**src/design/btah_pkg.sv**
```systemverilog
// ----------------------------------------------------------------------------
// btah_pkg: shared types and constants of the budget tier allocator
// Item structs, configuration struct, tier codes, scale factors, sizes.
// ----------------------------------------------------------------------------
package btah_pkg;

	// sizes
	localparam int SLOTS       = 64;
	localparam int SLOT_AW     = $clog2(SLOTS);
	localparam int DUP_ENTRIES = 16;
	localparam int DUP_AW      = (DUP_ENTRIES > 1) ? $clog2(DUP_ENTRIES) : 1;
	localparam int MQ_DEPTH    = 4;
	localparam int MQ_AW       = $clog2(MQ_DEPTH);
	localparam int USED_CAP_W  = 14;
	localparam int USED_RATE_W = 17;
	localparam int SLOT_RAM_W  = 36;

	// tier codes
	localparam logic [1:0] TIER_FULL    = 2'd0;
	localparam logic [1:0] TIER_REDUCED = 2'd1;
	localparam logic [1:0] TIER_MINIMAL = 2'd2;
	localparam logic [1:0] TIER_OFF     = 2'd3;

	// Q0.16 scale factors, rounded up
	localparam logic [14:0] SCALE_RED_CAP  = 15'd26215;
	localparam logic [14:0] SCALE_MIN_CAP  = 15'd7865;
	localparam logic [14:0] SCALE_RED_RATE = 15'd22938;
	localparam logic [14:0] SCALE_MIN_RATE = 15'd5243;

	// configuration register indexes
	localparam int CFG_IDX_W = 3;
	localparam int CFG_DAT_W = 16;
	localparam logic [CFG_IDX_W-1:0] REG_CAPACITY_BUDGET  = 3'd0;
	localparam logic [CFG_IDX_W-1:0] REG_EMIT_RATE_BUDGET = 3'd1;
	localparam logic [CFG_IDX_W-1:0] REG_MAX_FULL_DUPS    = 3'd2;
	localparam logic [CFG_IDX_W-1:0] REG_DEMOTE_DELAY     = 3'd3;
	localparam logic [CFG_IDX_W-1:0] REG_PROMOTE_DELAY    = 3'd4;

	// reset values
	localparam logic [12:0] RST_CAPACITY_BUDGET  = 13'd480;
	localparam logic [15:0] RST_EMIT_RATE_BUDGET = 16'd5760;
	localparam logic [2:0]  RST_MAX_FULL_DUPS    = 3'd3;
	localparam logic [15:0] RST_DEMOTE_DELAY     = 16'd250;
	localparam logic [15:0] RST_PROMOTE_DELAY    = 16'd1000;

	typedef struct packed {
		logic        frame_start;
		logic        new_record;
		logic [5:0]  slot;
		logic [15:0] npc_id;
		logic [31:0] effect_hash;
		logic [11:0] configured_capacity;
		logic [15:0] emit_rate;
		logic [7:0]  emitter_count;
		logic        visible;
		logic [31:0] now;
	} req_t;

	typedef struct packed {
		logic [5:0] out_slot;
		logic [1:0] desired_tier;
		logic [1:0] applied_tier;
		logic       tier_changed;
	} res_t;

	typedef struct packed {
		logic [12:0] capacity_budget;
		logic [15:0] emit_rate_budget;
		logic [2:0]  max_full_duplicates;
		logic [15:0] demote_delay;
		logic [15:0] promote_delay;
	} cfg_t;

	// classified item handed from front to back
	typedef struct packed {
		logic [5:0]  slot;
		logic        new_record;
		logic        visible;
		logic [1:0]  want;
		logic [31:0] now;
	} mid_t;

	typedef enum logic {
		BK_IDLE,
		BK_EXEC
	} bk_state_t;

endpackage

```
**src/design/btah_ram.sv**
```systemverilog
// ----------------------------------------------------------------------------
// btah_ram: generic single-port-write, single-port-read RAM
// One write and one registered read per cycle; contents have no reset.
// ----------------------------------------------------------------------------
module btah_ram #(
	parameter int WIDTH = 8,
	parameter int DEPTH = 16
) (
	input  logic                     clk,
	input  logic                     we,
	input  logic [$clog2(DEPTH)-1:0] waddr,
	input  logic [WIDTH-1:0]         wdata,
	input  logic                     re,
	input  logic [$clog2(DEPTH)-1:0] raddr,
	output logic [WIDTH-1:0]         rdata
);

	logic [WIDTH-1:0] mem_q [DEPTH];

	always_ff @(posedge clk) begin
		if (we) begin
			mem_q[waddr] <= wdata;
		end
		if (re) begin
			rdata <= mem_q[raddr];
		end
	end

endmodule

```
**src/design/btah_back.sv**
```systemverilog
// ----------------------------------------------------------------------------
// btah_back: per-slot hysteresis and result queue
// Reads the slot record from RAM, decides the applied tier, writes the
// record back and queues the result item; no new item is taken until then.
// ----------------------------------------------------------------------------
module btah_back (
	input  logic            clk,
	input  logic            arst_n,
	input  btah_pkg::cfg_t  cfg,
	input  logic            mq_empty,
	input  btah_pkg::mid_t  mq_head,
	output logic            mq_pop,
	output logic            empty,
	input  logic            pop,
	output btah_pkg::res_t  res
);
	import btah_pkg::*;

	bk_state_t             state_q, state_d;
	mid_t                  item_q;
	logic [SLOTS-1:0]      valid_q;
	logic                  rd_en, wr_en, push_out;
	logic [SLOT_RAM_W-1:0] rdata, wdata;
	logic [SLOT_AW-1:0]    idx;

	// output queue
	res_t       oq_q [2];
	logic       owp_q, orp_q;
	logic [1:0] oc_q;

	assign idx = item_q.slot[SLOT_AW-1:0];

	btah_ram #(
		.WIDTH(SLOT_RAM_W),
		.DEPTH(SLOTS)
	) u_slot_ram (
		.clk   (clk),
		.we    (wr_en),
		.waddr (idx),
		.wdata (wdata),
		.re    (rd_en),
		.raddr (mq_head.slot[SLOT_AW-1:0]),
		.rdata (rdata)
	);

	// sequencer
	always_ff @(posedge clk or negedge arst_n) begin
		if (!arst_n) begin
			state_q <= BK_IDLE;
		end else begin
			state_q <= state_d;
		end
	end

	always_comb begin
		state_d  = state_q;
		mq_pop   = 1'b0;
		rd_en    = 1'b0;
		wr_en    = 1'b0;
		push_out = 1'b0;
		unique case (state_q)
			BK_IDLE: begin
				if (!mq_empty && oc_q != 2'd2) begin
					mq_pop  = 1'b1;
					rd_en   = 1'b1;
					state_d = BK_EXEC;
				end
			end
			BK_EXEC: begin
				wr_en    = 1'b1;
				push_out = 1'b1;
				state_d  = BK_IDLE;
			end
			default: state_d = BK_IDLE;
		endcase
	end

	always_ff @(posedge clk) begin
		if (mq_pop) begin
			item_q <= mq_head;
		end
	end

	// hysteresis decision
	logic [1:0]  cur_app, cur_des, new_app, new_des;
	logic [31:0] cur_t, new_t, elapsed, delay;
	logic        changed;

	always_comb begin
		if (!valid_q[idx] || item_q.new_record) begin
			cur_app = TIER_FULL;
			cur_des = TIER_FULL;
			cur_t   = '0;
		end else begin
			cur_app = rdata[35:34];
			cur_des = rdata[33:32];
			cur_t   = rdata[31:0];
		end
		elapsed = item_q.now - cur_t;
		delay   = (item_q.want > cur_app) ? 32'(cfg.demote_delay) : 32'(cfg.promote_delay);
		new_app = cur_app;
		new_des = cur_des;
		new_t   = cur_t;
		changed = 1'b0;
		priority if (cur_app == item_q.want) begin
			new_des = item_q.want;
			new_t   = '0;
		end else if (!item_q.visible && item_q.want == TIER_OFF) begin
			new_app = TIER_OFF;
			new_des = TIER_OFF;
			new_t   = '0;
			changed = 1'b1;
		end else if (cur_des != item_q.want) begin
			new_des = item_q.want;
			new_t   = item_q.now;
		end else if (elapsed >= delay) begin
			new_app = item_q.want;
			new_t   = '0;
			changed = 1'b1;
		end else begin
			// still waiting out the delay
			new_t   = cur_t;
		end
		wdata = {new_app, new_des, new_t};
	end

	// slot valid bits
	always_ff @(posedge clk or negedge arst_n) begin
		if (!arst_n) begin
			valid_q <= '0;
		end else if (wr_en) begin
			valid_q[idx] <= 1'b1;
		end
	end

	// result queue
	assign empty = (oc_q == 2'd0);
	assign res   = oq_q[orp_q];

	always_ff @(posedge clk or negedge arst_n) begin
		if (!arst_n) begin
			owp_q <= 1'b0;
			orp_q <= 1'b0;
			oc_q  <= 2'd0;
		end else begin
			if (push_out) begin
				owp_q <= ~owp_q;
			end
			if (pop && !empty) begin
				orp_q <= ~orp_q;
			end
			if (push_out && !(pop && !empty)) begin
				oc_q <= oc_q + 2'd1;
			end else if (!push_out && pop && !empty) begin
				oc_q <= oc_q - 2'd1;
			end
		end
	end

	always_ff @(posedge clk) begin
		if (push_out) begin
			oq_q[owp_q] <= '{out_slot: item_q.slot, desired_tier: item_q.want,
				applied_tier: new_app, tier_changed: changed};
		end
	end

endmodule

```
**config.mk**
```make
export PLATFORM = sky130hd
export DESIGN_NAME = btah_back
export DESIGN_NICKNAME = d
export VERILOG_FILES = /design/src/design/btah_pkg.sv /design/src/design/btah_ram.sv /design/src/design/btah_back.sv
export SDC_FILE = /design/constraint.sdc
export NUM_CORES = 2
export LEC_CHECK = 0
export CAP_MARGIN = 5
export CORE_ASPECT_RATIO = 1.25
export CORE_MARGIN = 3
export CORE_UTILIZATION = 40
export CTS_CLUSTER_SIZE = 16
export DETAILED_ROUTE_END_ITERATION = 12
export DONT_BUFFER_PORTS = 1
export HOLD_SLACK_MARGIN = 0.02
export PLACE_DENSITY = 0.64
export SETUP_SLACK_MARGIN = 0.02
export SYNTH_ARGS = -nofsm -noshare
export SYNTH_HDL_FRONTEND = slang
export SYNTH_SLANG_ARGS = --single-unit
```
**constraint.sdc**
```tcl
create_clock -name clk -period 22.5 [get_ports clk]
set_clock_uncertainty 0.05 [all_clocks]
set_input_delay 1.125 -clock clk [delete_from_list [all_inputs] [get_ports clk]]
set_output_delay 1.125 -clock clk [all_outputs]
set_load 0.005 [all_outputs]
```
==> reports/qor.csv <==
stage,metric,value,unit
status,status,finished with violations,
status,violations,slew limit,
synthesis,syn_area,96800,um^2
place,pre_cts_slack,13.24,ns
sta,worst_slack,13.37,ns
synthesis,synth_ff_type,edfxtp_1,
synthesis,synthesis.nets,4403,
grt,overflow,0,
power_and_ir_drop,power.density_cell_area,93.2,nW/um^2
final_layout,area_growth,12.2,%
die,start_util,0.403,
final_layout,fillers,19800,
power_and_ir_drop,p_leak,34.0,nW
grt,grt_antenna_before_repair,8,
worst_setup_path,worstRegToRegCells,24,
worst_setup_path,worstReg2RegStart,idx[3],
synthesis,yosys_warnings,0,
sta,maxSlewHeadroom,-1.55,
die,fp-row-count,201,
route,drc,0,
cts,cts_buffer_depth,4,
synthesis,yosysUniqueCellTypes,82,
worst_setup_path,cp-end-kind,flip-flop,
grt,track_usage,0.190,
place,dpl.hpwl,114000,um
sta,fin_tns_setup,0,ns
power_and_ir_drop,finalPower,10.1,mW
route,vias,45000,
cts,clk_pin_slew,0.06,ns
route,viasPerCell,5.86,
min_path,min_path_type,in -> async,
final_layout,final_util,0.452,
sta,rsz0062_at_grt,no,
route,drtAntennaViolNets,0,
synthesis,synth_top_area_share,0.746,
final_layout,drive_above_1_share,0.303,
synthesis,synth_area_per_cell,22.8,um^2
worst_setup_path,crit_arrival,9.53,ns
sta,hold_slack,0.111,ns
route,routed_wl,236000,um
cts,cts_root_buffer,clkbuf_16,
synthesis,yosysSeqAreaShare,0.764,
sta,maxSlewViolCount,407,
sta,worst_slew_pin_slew,3.83,ns
die,die_w,446,um
worst_setup_path,slowest_delay,1.06,ns
die,core_area,240000,um^2
synthesis,synth_area_leaders,"edfxtp_1 (75%), mux4_2 (17%), dfrtp_1 (1.8%), ha_1 (0.66%), nor2_1 (0.62%)",
worst_setup_path,crit_chain,nand3b_1 > a211oi_1 > nor3_2 > a31oi_4 > buf_4 > and2_1 > ha_1 > fa_1 > nor2b_1 > o2111a_1 > o211a_1 > o41ai_2 > xnor2_1 > ha_1 > nor2b_1 > o21ai_0 > o211ai_1 > or3_1 > a211oi_1 > nand4_1 > nor4_2 > a21oi_4 > buf_4 > nor2_4,
cts,cts_sinks,2473,
worst_setup_path,cp_slowest_cell,nor2_4,
worst_setup_path,startpoint_type,flip-flop,
grt,grt_max_degree,578,
sta,hold_viol_final,0,
sta,min_period,9.13,ns
job,drv_cap,0,
synthesis,ys_ff_latch,2473,
place,placement.io_buffers,0,
final_layout,fin_nets,4520,
sta,setup_viol,0,
synthesis,synth_edf_count,2404,
die,ios,123,
die,die_h,556,um
place,place_congestion,0.895,
synthesis,yosys.area.top_type,edfxtp_1,
worst_setup_path,r2r-end,u_slot_ram.mem_q[0][11],
die,design.die.area,248000,um^2
cts,cts.htree.levels,4,
route,drt_iter0_markers,5067,
synthesis,netlist_instances,4241,
sta,fmax,110,MHz
route,first_pass_iters,6,
worst_setup_path,path_max_fanout,64,
cts,clk_latency,0.84,ns
cts,cts_buffers,219,
sta,period_share,0.406,
synthesis,async_reset_ff_frac,0.0279,
cts,cts_tree,done,
power_and_ir_drop,ir_worst_vdd,62.6,uV
worst_setup_path,crit_required,22.90,ns
grt,grt_pass1_wl,340000,um
grt,grt_pass1_vias,46800,
cts,post_cts_resized,0,
worst_setup_path,critPathKind,reg -> reg,
worst_setup_path,regToRegSetupSlack,13.37,ns
route,wl_per_cell,30.8,um
## registers in the layout (all words and copies together) (netlist names)
register,flops
valid_q,64
oq_q,22
orp_q,1
item_q,36
owp_q,1
u_slot_ram.rdata,36
idx,6
u_slot_ram.mem_q,2304
oc_q,2
state_q,1
## synth_stat cells (all sizes together) (6+ instances only)
cell type,instances
clkbuf,123
a21oi,70
nor2b,9
and3,8
xnor2,16
mux2i,45
xor2,12
nor2,161
nand4,10
edfxtp,2404
buf,92
a31oi,7
inv,15
a211oi,13
a21o,12
ha,51
o21ai,51
mux2,38
mux4,742
nand3,22
nand2,90
dfrtp,69
nor3,13
nand3b,6
or2,65
o21a,7
and2,9
## stage by stage
| step | instances | area [um^2] |
|---|---|---|
| floorplan | 4241 | 96800 |
| global placement | 7264 | 101000 |
| detailed placement | 7264 | 101000 |
| CTS | 7655 | 108000 |
| finish | 7676 | 109000 |
| global route | 7674 | 109000 |
## cells by family after synthesis
kind of cell / after synthesis / share of synthesized area
AOI/OAI and AO/OA: 209 / 0.0143
muxes: 825 / 0.182
buffers and inverters: 230 / 0.00994
adders and majority gates: 52 / 0.00680
DFF: 2473 / 0.764
xor gates and xnor gates: 28 / 0.00261
and+or+nand+nor: 424 / 0.0211
## cells in the final DEF (no fill, tap or decap), types with 8 or more instances in the layout
master,n
a21oi_1,68
xnor2_1,15
mux2i_1,44
clkinvlp_4,9
inv_1,14
xor2_1,12
and3_1,8
or2_2,65
edfxtp_1,2404
ha_1,51
clkinv_1,35
a21o_1,12
and2_1,9
mux4_2,742
nor2b_1,9
nor2_1,64
clkbuf_1,55
buf_12,12
a211oi_1,11
o21ai_0,46
nand2_1,90
mux2_2,34
nor3_1,11
nand3_1,22
clkbuf_16,225
nor2_4,96
clkinv_2,36
bufinv_16,17
nand4_1,10
dfrtp_1,69
buf_4,92
## routing by layer
metal | GRT usage | routed length, um
met1 | 0.246 | 91300
met2 | 0.339 | 123000
met3 | 0.0238 | 15500
met4 | 0.0491 | 5970
met5 | 0 | 0
## power breakdown
part | leakage (nW) | internal (mW) | switching, mW
clock network | 3.35 | 2.04 | 1.61
logic | 7.68 | 0.375 | 0.643
registers | 22.9 | 5.40 | 0.0542
total | 34.0 | 7.82 | 2.30
## worst max-delay path: cells and delay by family (launching register included)
| kind | cells | cell delay, ns |
|---|---|---|
| simple gates | 9 | 3.56 |
| xor+xnor | 1 | 0.20 |
| fa+ha+maj | 3 | 0.69 |
| buf+inv | 2 | 0.84 |
| flops | 1 | 0.63 |
| compound gates | 9 | 2.61 |
## layout make-up
| type | instances | area (um^2) | area share |
|---|---|---|---|
| Multi-Input combinational cell | 1538 | 22700 | 0.209 |
| Antenna cell | 3 | 7.51 | 0.0000691 |
| Clock inverter | 103 | 942 | 0.00868 |
| Inverter | 15 | 56.3 | 0.000518 |
| Sequential cell | 2473 | 73900 | 0.681 |
| Clock buffer | 287 | 5930 | 0.0546 |
| Timing Repair Buffer | 111 | 1120 | 0.0103 |
| Tap cell | 3146 | 3940 | 0.0362 |
## timing repair
| action | CTS | global route |
|---|---|---|
| setup buffers | 0 | 0 |
| endpoints found under the hold margin | 69 | 0 |
| hold buffers | 1 | 0 |
## worst max-delay path by stage
stage / start / endpoint / slack (ns) / cells after the start
5_1_grt: idx[3] / u_slot_ram.mem_q[0][11] / 12.76 / 22
6_report: idx[3] / u_slot_ram.mem_q[0][11] / 13.37 / 24
4_1_cts: idx[3] / u_slot_ram.mem_q[60][24] / 13.21 / 24
2_1_floorplan: idx[2] / oq_q[0][1] / 14.61 / 25
3_3_place_gp: idx[3] / u_slot_ram.mem_q[50][24] / 13.40 / 24
3_5_place_dp: idx[3] / u_slot_ram.mem_q[48][24] / 13.24 / 24
Power figures use the tool's default switching activity.
