$ cat src/design/btah_pkg.sv
// ----------------------------------------------------------------------------
// btah_pkg: shared types and constants of the budget tier allocator
// Item structs, configuration struct, tier codes, scale factors, sizes.
// ----------------------------------------------------------------------------
package btah_pkg;

	// sizes
	localparam int SLOTS       = 64;
	localparam int SLOT_AW     = $clog2(SLOTS);
	localparam int DUP_ENTRIES = 16;
	localparam int DUP_AW      = (DUP_ENTRIES > 1) ? $clog2(DUP_ENTRIES) : 1;
	localparam int MQ_DEPTH    = 4;
	localparam int MQ_AW       = $clog2(MQ_DEPTH);
	localparam int USED_CAP_W  = 14;
	localparam int USED_RATE_W = 17;
	localparam int SLOT_RAM_W  = 36;

	// tier codes
	localparam logic [1:0] TIER_FULL    = 2'd0;
	localparam logic [1:0] TIER_REDUCED = 2'd1;
	localparam logic [1:0] TIER_MINIMAL = 2'd2;
	localparam logic [1:0] TIER_OFF     = 2'd3;

	// Q0.16 scale factors, rounded up
	localparam logic [14:0] SCALE_RED_CAP  = 15'd26215;
	localparam logic [14:0] SCALE_MIN_CAP  = 15'd7865;
	localparam logic [14:0] SCALE_RED_RATE = 15'd22938;
	localparam logic [14:0] SCALE_MIN_RATE = 15'd5243;

	// configuration register indexes
	localparam int CFG_IDX_W = 3;
	localparam int CFG_DAT_W = 16;
	localparam logic [CFG_IDX_W-1:0] REG_CAPACITY_BUDGET  = 3'd0;
	localparam logic [CFG_IDX_W-1:0] REG_EMIT_RATE_BUDGET = 3'd1;
	localparam logic [CFG_IDX_W-1:0] REG_MAX_FULL_DUPS    = 3'd2;
	localparam logic [CFG_IDX_W-1:0] REG_DEMOTE_DELAY     = 3'd3;
	localparam logic [CFG_IDX_W-1:0] REG_PROMOTE_DELAY    = 3'd4;

	// reset values
	localparam logic [12:0] RST_CAPACITY_BUDGET  = 13'd480;
	localparam logic [15:0] RST_EMIT_RATE_BUDGET = 16'd5760;
	localparam logic [2:0]  RST_MAX_FULL_DUPS    = 3'd3;
	localparam logic [15:0] RST_DEMOTE_DELAY     = 16'd250;
	localparam logic [15:0] RST_PROMOTE_DELAY    = 16'd1000;

	typedef struct packed {
		logic        frame_start;
		logic        new_record;
		logic [5:0]  slot;
		logic [15:0] npc_id;
		logic [31:0] effect_hash;
		logic [11:0] configured_capacity;
		logic [15:0] emit_rate;
		logic [7:0]  emitter_count;
		logic        visible;
		logic [31:0] now;
	} req_t;

	typedef struct packed {
		logic [5:0] out_slot;
		logic [1:0] desired_tier;
		logic [1:0] applied_tier;
		logic       tier_changed;
	} res_t;

	typedef struct packed {
		logic [12:0] capacity_budget;
		logic [15:0] emit_rate_budget;
		logic [2:0]  max_full_duplicates;
		logic [15:0] demote_delay;
		logic [15:0] promote_delay;
	} cfg_t;

	// classified item handed from front to back
	typedef struct packed {
		logic [5:0]  slot;
		logic        new_record;
		logic        visible;
		logic [1:0]  want;
		logic [31:0] now;
	} mid_t;

	typedef enum logic {
		BK_IDLE,
		BK_EXEC
	} bk_state_t;

endpackage

$ cat src/design/btah_front.sv
// ----------------------------------------------------------------------------
// btah_front: cost stage, tier pick and hand-off queue
// Stage 1 registers the item with its tier costs and signature. Stage 2
// checks the budgets and duplicate table, charges the pick, and pushes the
// classified item into a short queue toward the hysteresis back end.
// ----------------------------------------------------------------------------
module btah_front (
	input  logic            clk,
	input  logic            arst_n,
	input  logic            push,
	output logic            full,
	input  btah_pkg::req_t  req,
	input  btah_pkg::cfg_t  cfg,
	input  logic            mq_pop,
	output logic            mq_empty,
	output btah_pkg::mid_t  mq_head
);
	import btah_pkg::*;

	// stage 1 registers
	logic        v_s1;
	logic        fs_s1;
	logic        nr_s1;
	logic [5:0]  slot_s1;
	logic        vis_s1;
	logic [31:0] now_s1;
	logic [63:0] sig_s1;
	logic [11:0] cc0_s1;
	logic [15:0] rc0_s1;
	logic [10:0] cc1_s1;
	logic [15:0] rc1_s1;
	logic [10:0] cc2_s1;
	logic [15:0] rc2_s1;

	// cost computation
	logic [27:0] red_cap_p;
	logic [27:0] min_cap_p;
	logic [31:0] red_rate_p;
	logic [31:0] min_rate_p;
	logic [10:0] em8, em2, em6, red_cap, min_lo, min_cap;

	always_comb begin
		red_cap_p  = 28'(req.configured_capacity) * 28'(SCALE_RED_CAP);
		min_cap_p  = 28'(req.configured_capacity) * 28'(SCALE_MIN_CAP);
		red_rate_p = 32'(req.emit_rate) * 32'(SCALE_RED_RATE);
		min_rate_p = 32'(req.emit_rate) * 32'(SCALE_MIN_RATE);
		em8 = {req.emitter_count, 3'b000};
		em2 = {2'b00, req.emitter_count, 1'b0};
		em6 = 11'({req.emitter_count, 2'b00}) + em2;
		red_cap = (em8 > red_cap_p[26:16]) ? em8 : red_cap_p[26:16];
		min_lo  = (em2 > min_cap_p[26:16]) ? em2 : min_cap_p[26:16];
		min_cap = (em6 < min_lo) ? em6 : min_lo;
	end

	// queue state
	mid_t             mq_q [MQ_DEPTH];
	logic [MQ_AW-1:0] mq_wp_q, mq_rp_q;
	logic [MQ_AW:0]   mq_cnt_q;
	logic             mq_full;
	logic             commit;
	logic             take;

	assign mq_full  = (mq_cnt_q == (MQ_AW+1)'(MQ_DEPTH));
	assign mq_empty = (mq_cnt_q == '0);
	assign mq_head  = mq_q[mq_rp_q];
	assign commit   = v_s1 && !mq_full;
	assign full     = v_s1 && mq_full;
	assign take     = push && !full;

	// stage 1 register
	always_ff @(posedge clk or negedge arst_n) begin
		if (!arst_n) begin
			v_s1 <= 1'b0;
		end else if (take) begin
			v_s1 <= 1'b1;
		end else if (commit) begin
			v_s1 <= 1'b0;
		end
	end

	always_ff @(posedge clk) begin
		if (take) begin
			fs_s1   <= req.frame_start;
			nr_s1   <= req.new_record;
			slot_s1 <= req.slot;
			vis_s1  <= req.visible;
			now_s1  <= req.now;
			sig_s1  <= {req.npc_id, 16'h0000, req.effect_hash};
			cc0_s1  <= req.configured_capacity;
			rc0_s1  <= req.emit_rate;
			cc1_s1  <= red_cap;
			rc1_s1  <= red_rate_p[31:16];
			cc2_s1  <= min_cap;
			rc2_s1  <= min_rate_p[31:16];
		end
	end

	// frame totals and duplicate table
	logic [USED_CAP_W-1:0]  used_cap_q;
	logic [USED_RATE_W-1:0] used_rate_q;
	logic                   dup_v_q   [DUP_ENTRIES];
	logic [2:0]             dup_cnt_q [DUP_ENTRIES];
	logic [63:0]            dup_sig_q [DUP_ENTRIES];

	logic [USED_CAP_W-1:0]  ucap;
	logic [USED_RATE_W-1:0] urate;
	logic                   dv [DUP_ENTRIES];
	logic [2:0]             dc [DUP_ENTRIES];
	logic                   hit_f, fre_f;
	logic [DUP_AW-1:0]      hit_i, fre_i;
	logic                   full_ok, fit0, fit1, fit2;
	logic [1:0]             want;
	logic [11:0]            cc_chg;
	logic [15:0]            rc_chg;

	// stage 2: tier pick
	always_comb begin
		ucap  = fs_s1 ? '0 : used_cap_q;
		urate = fs_s1 ? '0 : used_rate_q;
		hit_f = 1'b0;
		fre_f = 1'b0;
		hit_i = '0;
		fre_i = '0;
		for (int i = 0; i < DUP_ENTRIES; i++) begin
			dv[i] = fs_s1 ? 1'b0 : dup_v_q[i];
			dc[i] = fs_s1 ? 3'd0 : dup_cnt_q[i];
		end
		// first matching entry, first free entry
		for (int i = 0; i < DUP_ENTRIES; i++) begin
			if (dv[i]) begin
				if (!hit_f && dup_sig_q[i] == sig_s1) begin
					hit_f = 1'b1;
					hit_i = DUP_AW'(i);
				end
			end else if (!fre_f) begin
				fre_f = 1'b1;
				fre_i = DUP_AW'(i);
			end
		end
		full_ok = (hit_f && dc[hit_i] < cfg.max_full_duplicates) ||
			(!hit_f && fre_f && cfg.max_full_duplicates != 3'd0);
		fit0 = (15'(ucap) + 15'(cc0_s1) <= 15'(cfg.capacity_budget)) &&
			(18'(urate) + 18'(rc0_s1) <= 18'(cfg.emit_rate_budget));
		fit1 = (15'(ucap) + 15'(cc1_s1) <= 15'(cfg.capacity_budget)) &&
			(18'(urate) + 18'(rc1_s1) <= 18'(cfg.emit_rate_budget));
		fit2 = (15'(ucap) + 15'(cc2_s1) <= 15'(cfg.capacity_budget)) &&
			(18'(urate) + 18'(rc2_s1) <= 18'(cfg.emit_rate_budget));
		priority if (!vis_s1) begin
			want   = TIER_OFF;
			cc_chg = '0;
			rc_chg = '0;
		end else if (full_ok && fit0) begin
			want   = TIER_FULL;
			cc_chg = cc0_s1;
			rc_chg = rc0_s1;
		end else if (fit1) begin
			want   = TIER_REDUCED;
			cc_chg = 12'(cc1_s1);
			rc_chg = rc1_s1;
		end else if (fit2) begin
			want   = TIER_MINIMAL;
			cc_chg = 12'(cc2_s1);
			rc_chg = rc2_s1;
		end else begin
			want   = TIER_OFF;
			cc_chg = '0;
			rc_chg = '0;
		end
	end

	// totals and duplicate control state
	always_ff @(posedge clk or negedge arst_n) begin
		if (!arst_n) begin
			used_cap_q  <= '0;
			used_rate_q <= '0;
			for (int i = 0; i < DUP_ENTRIES; i++) begin
				dup_v_q[i]   <= 1'b0;
				dup_cnt_q[i] <= 3'd0;
			end
		end else if (commit) begin
			used_cap_q  <= ucap + USED_CAP_W'(cc_chg);
			used_rate_q <= urate + USED_RATE_W'(rc_chg);
			for (int i = 0; i < DUP_ENTRIES; i++) begin
				dup_v_q[i]   <= dv[i];
				dup_cnt_q[i] <= dc[i];
			end
			if (want == TIER_FULL && vis_s1) begin
				if (hit_f) begin
					dup_cnt_q[hit_i] <= dc[hit_i] + 3'd1;
				end else begin
					dup_v_q[fre_i]   <= 1'b1;
					dup_cnt_q[fre_i] <= 3'd1;
				end
			end
		end
	end

	// signature store, written on a new full grant
	always_ff @(posedge clk) begin
		if (commit && want == TIER_FULL && vis_s1 && !hit_f) begin
			dup_sig_q[fre_i] <= sig_s1;
		end
	end

	// hand-off queue
	always_ff @(posedge clk or negedge arst_n) begin
		if (!arst_n) begin
			mq_wp_q  <= '0;
			mq_rp_q  <= '0;
			mq_cnt_q <= '0;
		end else begin
			if (commit) begin
				mq_wp_q <= mq_wp_q + MQ_AW'(1);
			end
			if (mq_pop) begin
				mq_rp_q <= mq_rp_q + MQ_AW'(1);
			end
			if (commit && !mq_pop) begin
				mq_cnt_q <= mq_cnt_q + (MQ_AW+1)'(1);
			end else if (!commit && mq_pop) begin
				mq_cnt_q <= mq_cnt_q - (MQ_AW+1)'(1);
			end
		end
	end

	always_ff @(posedge clk) begin
		if (commit) begin
			mq_q[mq_wp_q] <= '{slot: slot_s1, new_record: nr_s1, visible: vis_s1,
				want: want, now: now_s1};
		end
	end

endmodule

$ cat config.mk
export PLATFORM = sky130hd
export DESIGN_NAME = btah_front
export DESIGN_NICKNAME = d
export VERILOG_FILES = /design/src/design/btah_pkg.sv /design/src/design/btah_front.sv
export SDC_FILE = /design/constraint.sdc
export NUM_CORES = 2
export LEC_CHECK = 0
export BUFFER_PORTS_ARGS = -buffer_cell sky130_fd_sc_hd__buf_2
export CORE_ASPECT_RATIO = 1.1
export CORE_MARGIN = 1.5
export CORE_UTILIZATION = 47
export DETAILED_ROUTE_END_ITERATION = 10
export SYNTH_ARGS = -nofsm -noshare
export SYNTH_HDL_FRONTEND = slang
export SYNTH_SLANG_ARGS = --single-unit
export TNS_END_PERCENT = 100
$ cat constraint.sdc
create_clock -name clk -period 11.5 [get_ports clk]
set_input_delay 0 -clock clk [delete_from_list [all_inputs] [get_ports clk]]
set_output_delay 0 -clock clk [all_outputs]
set_load 0.03 [all_outputs]
==> results.py <==
metrics = {
    "synth": {
        "syn_inst": 5752,
        "ys_seq_area_frac": 0.498,
        "ys_warn_count": 0,
        "ys_ff_latch": 1206,
        "synth_area_per_cell_um2": 12.5,
        "synth_edf_count": 1103,
        "synth_cell_types": 91,
        "ys_async_sr_fraction": 0.0854,
        "synth_area_mm2": 0.0717,
        "synth-main-ff-cell": "edfxtp_1",
    },
    "drt": {
        "drt_iter0_drc": 3628,
        "vias": 47500,
        "routed_wirelength_um": 202000,
        "route.detailed.drc": 0,
        "wl_per_cell_um": 24.1,
        "vias_per_cell": 5.66,
        "postRouteAntennaNets": 0,
        "firstDrtPassIters": 5,
    },
    "global_routing": {
        "grt_use_total": 0.262,
        "grt_pass1_vias": 48300,
        "grt_pass1_wl_um": 302000,
        "overflow": 0,
        "grt_max_degree": 82,
        "antenna_found_initial": 4,
    },
    "critical_path": {
        "cp.required_ns": 12.22,
        "r2r-end": "used_rate_q[16]",
        "crit_cells": 48,
        "cp_num_buf_inv": 1,
        "slowest_delay_ns": 0.66,
        "cpLargestDelayFamily": "compound AO/OA/AOI/OAI gates",
        "arrival_ns": 11.16,
        "crit_slowest_cell": "nor2b_1",
        "critPathKind": "reg -> reg",
        "startpoint_type": "register",
        "r2r_slack_ns": 1.06,
        "reg2regPathDepth": 48,
        "critPathMaxFanout": 25,
        "rr_startpoint": "fs_s1",
        "cpMostUsedCell": "a21oi_1",
        "endpoint_kind": "register",
    },
    "final_layout": {
        "multiInputGateArea_mm2": 0.0333,
        "fin_cells": 8385,
        "drive_gt1_frac": 0.105,
        "layout_common_cells": "edfxtp_1 (1103), ha_1 (568), xnor2_1 (561), inv_1 (558), xor2_1 (305)",
        "final_core_util": 0.544,
        "syn_to_final_growth_pct": 15.1,
        "final_area_mm2": 0.0826,
        "nFillCells": 12800,
        "nNetsFinal": 7304,
        "final_common_cell": "edfxtp_1",
        "seqCellArea_mm2": 0.0357,
    },
    "floorplanning": {
        "start_util": 0.473,
        "core_area_mm2": 0.152,
        "rows": 150,
        "dieWidth_um": 376,
        "die-area_mm2": 0.155,
        "ios": 237,
        "die_h_um": 413,
    },
    "sta": {
        "final_hold_viol_count": 0,
        "finalSetupViolCount": 0,
        "fin_tns_setup_ns": 0,
        "tightest_slew_ns": 1.24,
        "max_clock_freq_mhz": 95.8,
        "rsz0062_at_grt": "false",
        "drv_slew": 0,
        "fin_skew_ns": 0.0339,
        "fin_crit_ns": 10.44,
        "post-route-period-util": 0.908,
        "maxSlewHeadroom": 0.175,
    },
    "hold_path": {
        "hold_path_end": "sig_s1[2]",
        "hold_depth": 2,
        "hp-class": "in -> reg",
        "hp-start": "req[71]",
    },
    "placement": {
        "place.gp.congestion": 0.910,
        "io_buffers": 204,
        "dpl.cell_count": 7924,
        "placed_area_mm2": 0.0759,
        "dp_hpwl_um": 145000,
    },
    "clocking": {
        "clk-insertion-delay-late_ns": 0.79,
        "cts_made_buffers": 132,
        "post_cts_buffers": 0,
        "htreeDepth": 4,
        "cts_root_buf": "clkbuf_16",
        "clock-sinks": 1206,
        "cts_tree": "yes",
        "clk_pin_slew_worst_paths_ns": 0.07,
        "clock_path_buffers": 3,
        "ctsResizeCount": 0,
    },
    "power_and_ir_drop": {
        "p_leak_nw": 32.1,
        "power_per_cell_area_mw_per_mm2": 211,
        "totalPowerFinal_mw": 17.5,
        "ir_drop_v": 0.000281,
    },
    "outcome": {
        "status": "finished clean",
    },
    "job": {
        "maxCapViolations": 0,
    },
}
flip-flops by register name, summed over array words and instances (netlist names), 3 cells and up:
register	flops
used_rate_q	17
cc2_s1	11
used_cap_q	14
rc0_s1	16
rc2_s1	13
slot_s1	6
cc1_s1	11
dup_cnt_q	48
dup_v_q	16
dup_sig_q	768
now_s1	32
cc0_s1	12
mq_cnt_q	3
sig_s1	48
rc1_s1	15
mq_q	168
logic make-up (layout without fill, tap and decap cells):
family / after synthesis / in the layout / share of synthesized area
xor gates and xnor gates: 867 / 867 / 0.106
AOI/OAI and AO/OA: 700 / 700 / 0.0644
muxes: 91 / 91 / 0.0203
adders and majority gates: 808 / 808 / 0.166
and+or+nand+nor: 1349 / 1349 / 0.106
buffers and inverters: 730 / 1384 / 0.0401
other: 1 / 4 / 0.0000523
DFF: 1206 / 1206 / 0.498
synthesized netlist by cell type (12+ instances only):
library cell / n / area (um^2)
ha_1: 568 / 7110
o211ai_1: 14 / 105
o31ai_1: 23 / 173
fa_1: 240 / 4800
mux4_2: 42 / 946
nand4b_1: 16 / 140
a21o_1: 65 / 488
or4_1: 14 / 105
a21oi_1: 187 / 936
nand3_1: 116 / 581
nand4_1: 250 / 1560
nor4_1: 164 / 1030
o2111ai_1: 18 / 158
nand2b_1: 118 / 738
o21bai_1: 52 / 390
inv_1: 558 / 2090
nor3b_1: 12 / 90.1
mux2i_1: 31 / 310
nand2_1: 166 / 623
xnor2_1: 561 / 4910
a221oi_1: 25 / 219
clkbuf_1: 65 / 244
o21a_1: 40 / 300
mux2_2: 18 / 203
nor2_1: 158 / 593
and3_1: 22 / 138
dfrtp_1: 103 / 2580
xor2_1: 305 / 2670
o21ai_0: 142 / 711
a211oi_1: 34 / 255
buf_2: 90 / 450
and4_1: 18 / 158
nor2b_1: 129 / 807
and2_1: 18 / 113
nor3_1: 95 / 475
edfxtp_1: 1103 / 33100
a2111oi_0: 13 / 114
worst register-to-register path, delay by kind of cell (launching register included):
family | cells | cell delay (ns)
flip-flops | 1 | 0.46
adder cells (fa/ha/maj) | 4 | 1.33
buffers and inverters | 1 | 0.28
XOR/XNOR | 1 | 0.13
AND/OR/NAND/NOR | 9 | 2.09
AO/OA/AOI/OAI | 33 | 6.09
layer usage:
| layer | global-route usage | vias up | wire (um) |
|---|---|---|---|
| met1 | 0.346 | 23800 | 86700 |
| met3 | 0.0332 | 345 | 9920 |
| li1 | - | 22000 | - |
| met4 | 0.108 | 2 | 8120 |
| met5 | 0 | - | 13 |
| met2 | 0.439 | 1323 | 97700 |
how the worst max path moves through the flow:
stage	end	from	slack, ns
after global placement	used_rate_q[16]	fs_s1	1.35
after detailed placement	used_rate_q[16]	fs_s1	1.22
after CTS	used_rate_q[16]	fs_s1	1.16
final	used_rate_q[16]	fs_s1	1.06
after global routing	used_rate_q[16]	fs_s1	0.33
after floorplan	dup_sig_q[8][0]	fs_s1	1.17
cell type report:
class / count / area share
Antenna cell: 2 / 0.0000606
Clock buffer: 167 / 0.0421
Clock inverter: 71 / 0.0111
Inverter: 560 / 0.0255
Multi-Input combinational cell: 3817 / 0.403
Sequential cell: 1206 / 0.432
Tap cell: 1976 / 0.0299
Timing Repair Buffer: 586 / 0.0554
power breakdown:
part	switching, mW	internal (mW)	leakage (nW)	total (mW)
sequential	0.260	5.40	11.5	5.66
combinational	4.42	3.02	18.5	7.44
clock	1.80	2.55	2.12	4.35
total	6.48	11.0	32.1	17.5
what timing repair did:
item,CTS,global route
setup endpoints to repair,0,0
endpoints found under the hold margin,184,0
hold buffers,221,0
per-stage QoR:
step	hold WS (ns)	worst slack (ns)
detailed placement	0.0554	1.22
global route	0.0478	0.327
CTS	0.0289	1.16
global placement	0.0451	1.35
floorplan	-0.296	1.17
finish	0.0507	1.06
(Power assumes the default switching activity.)
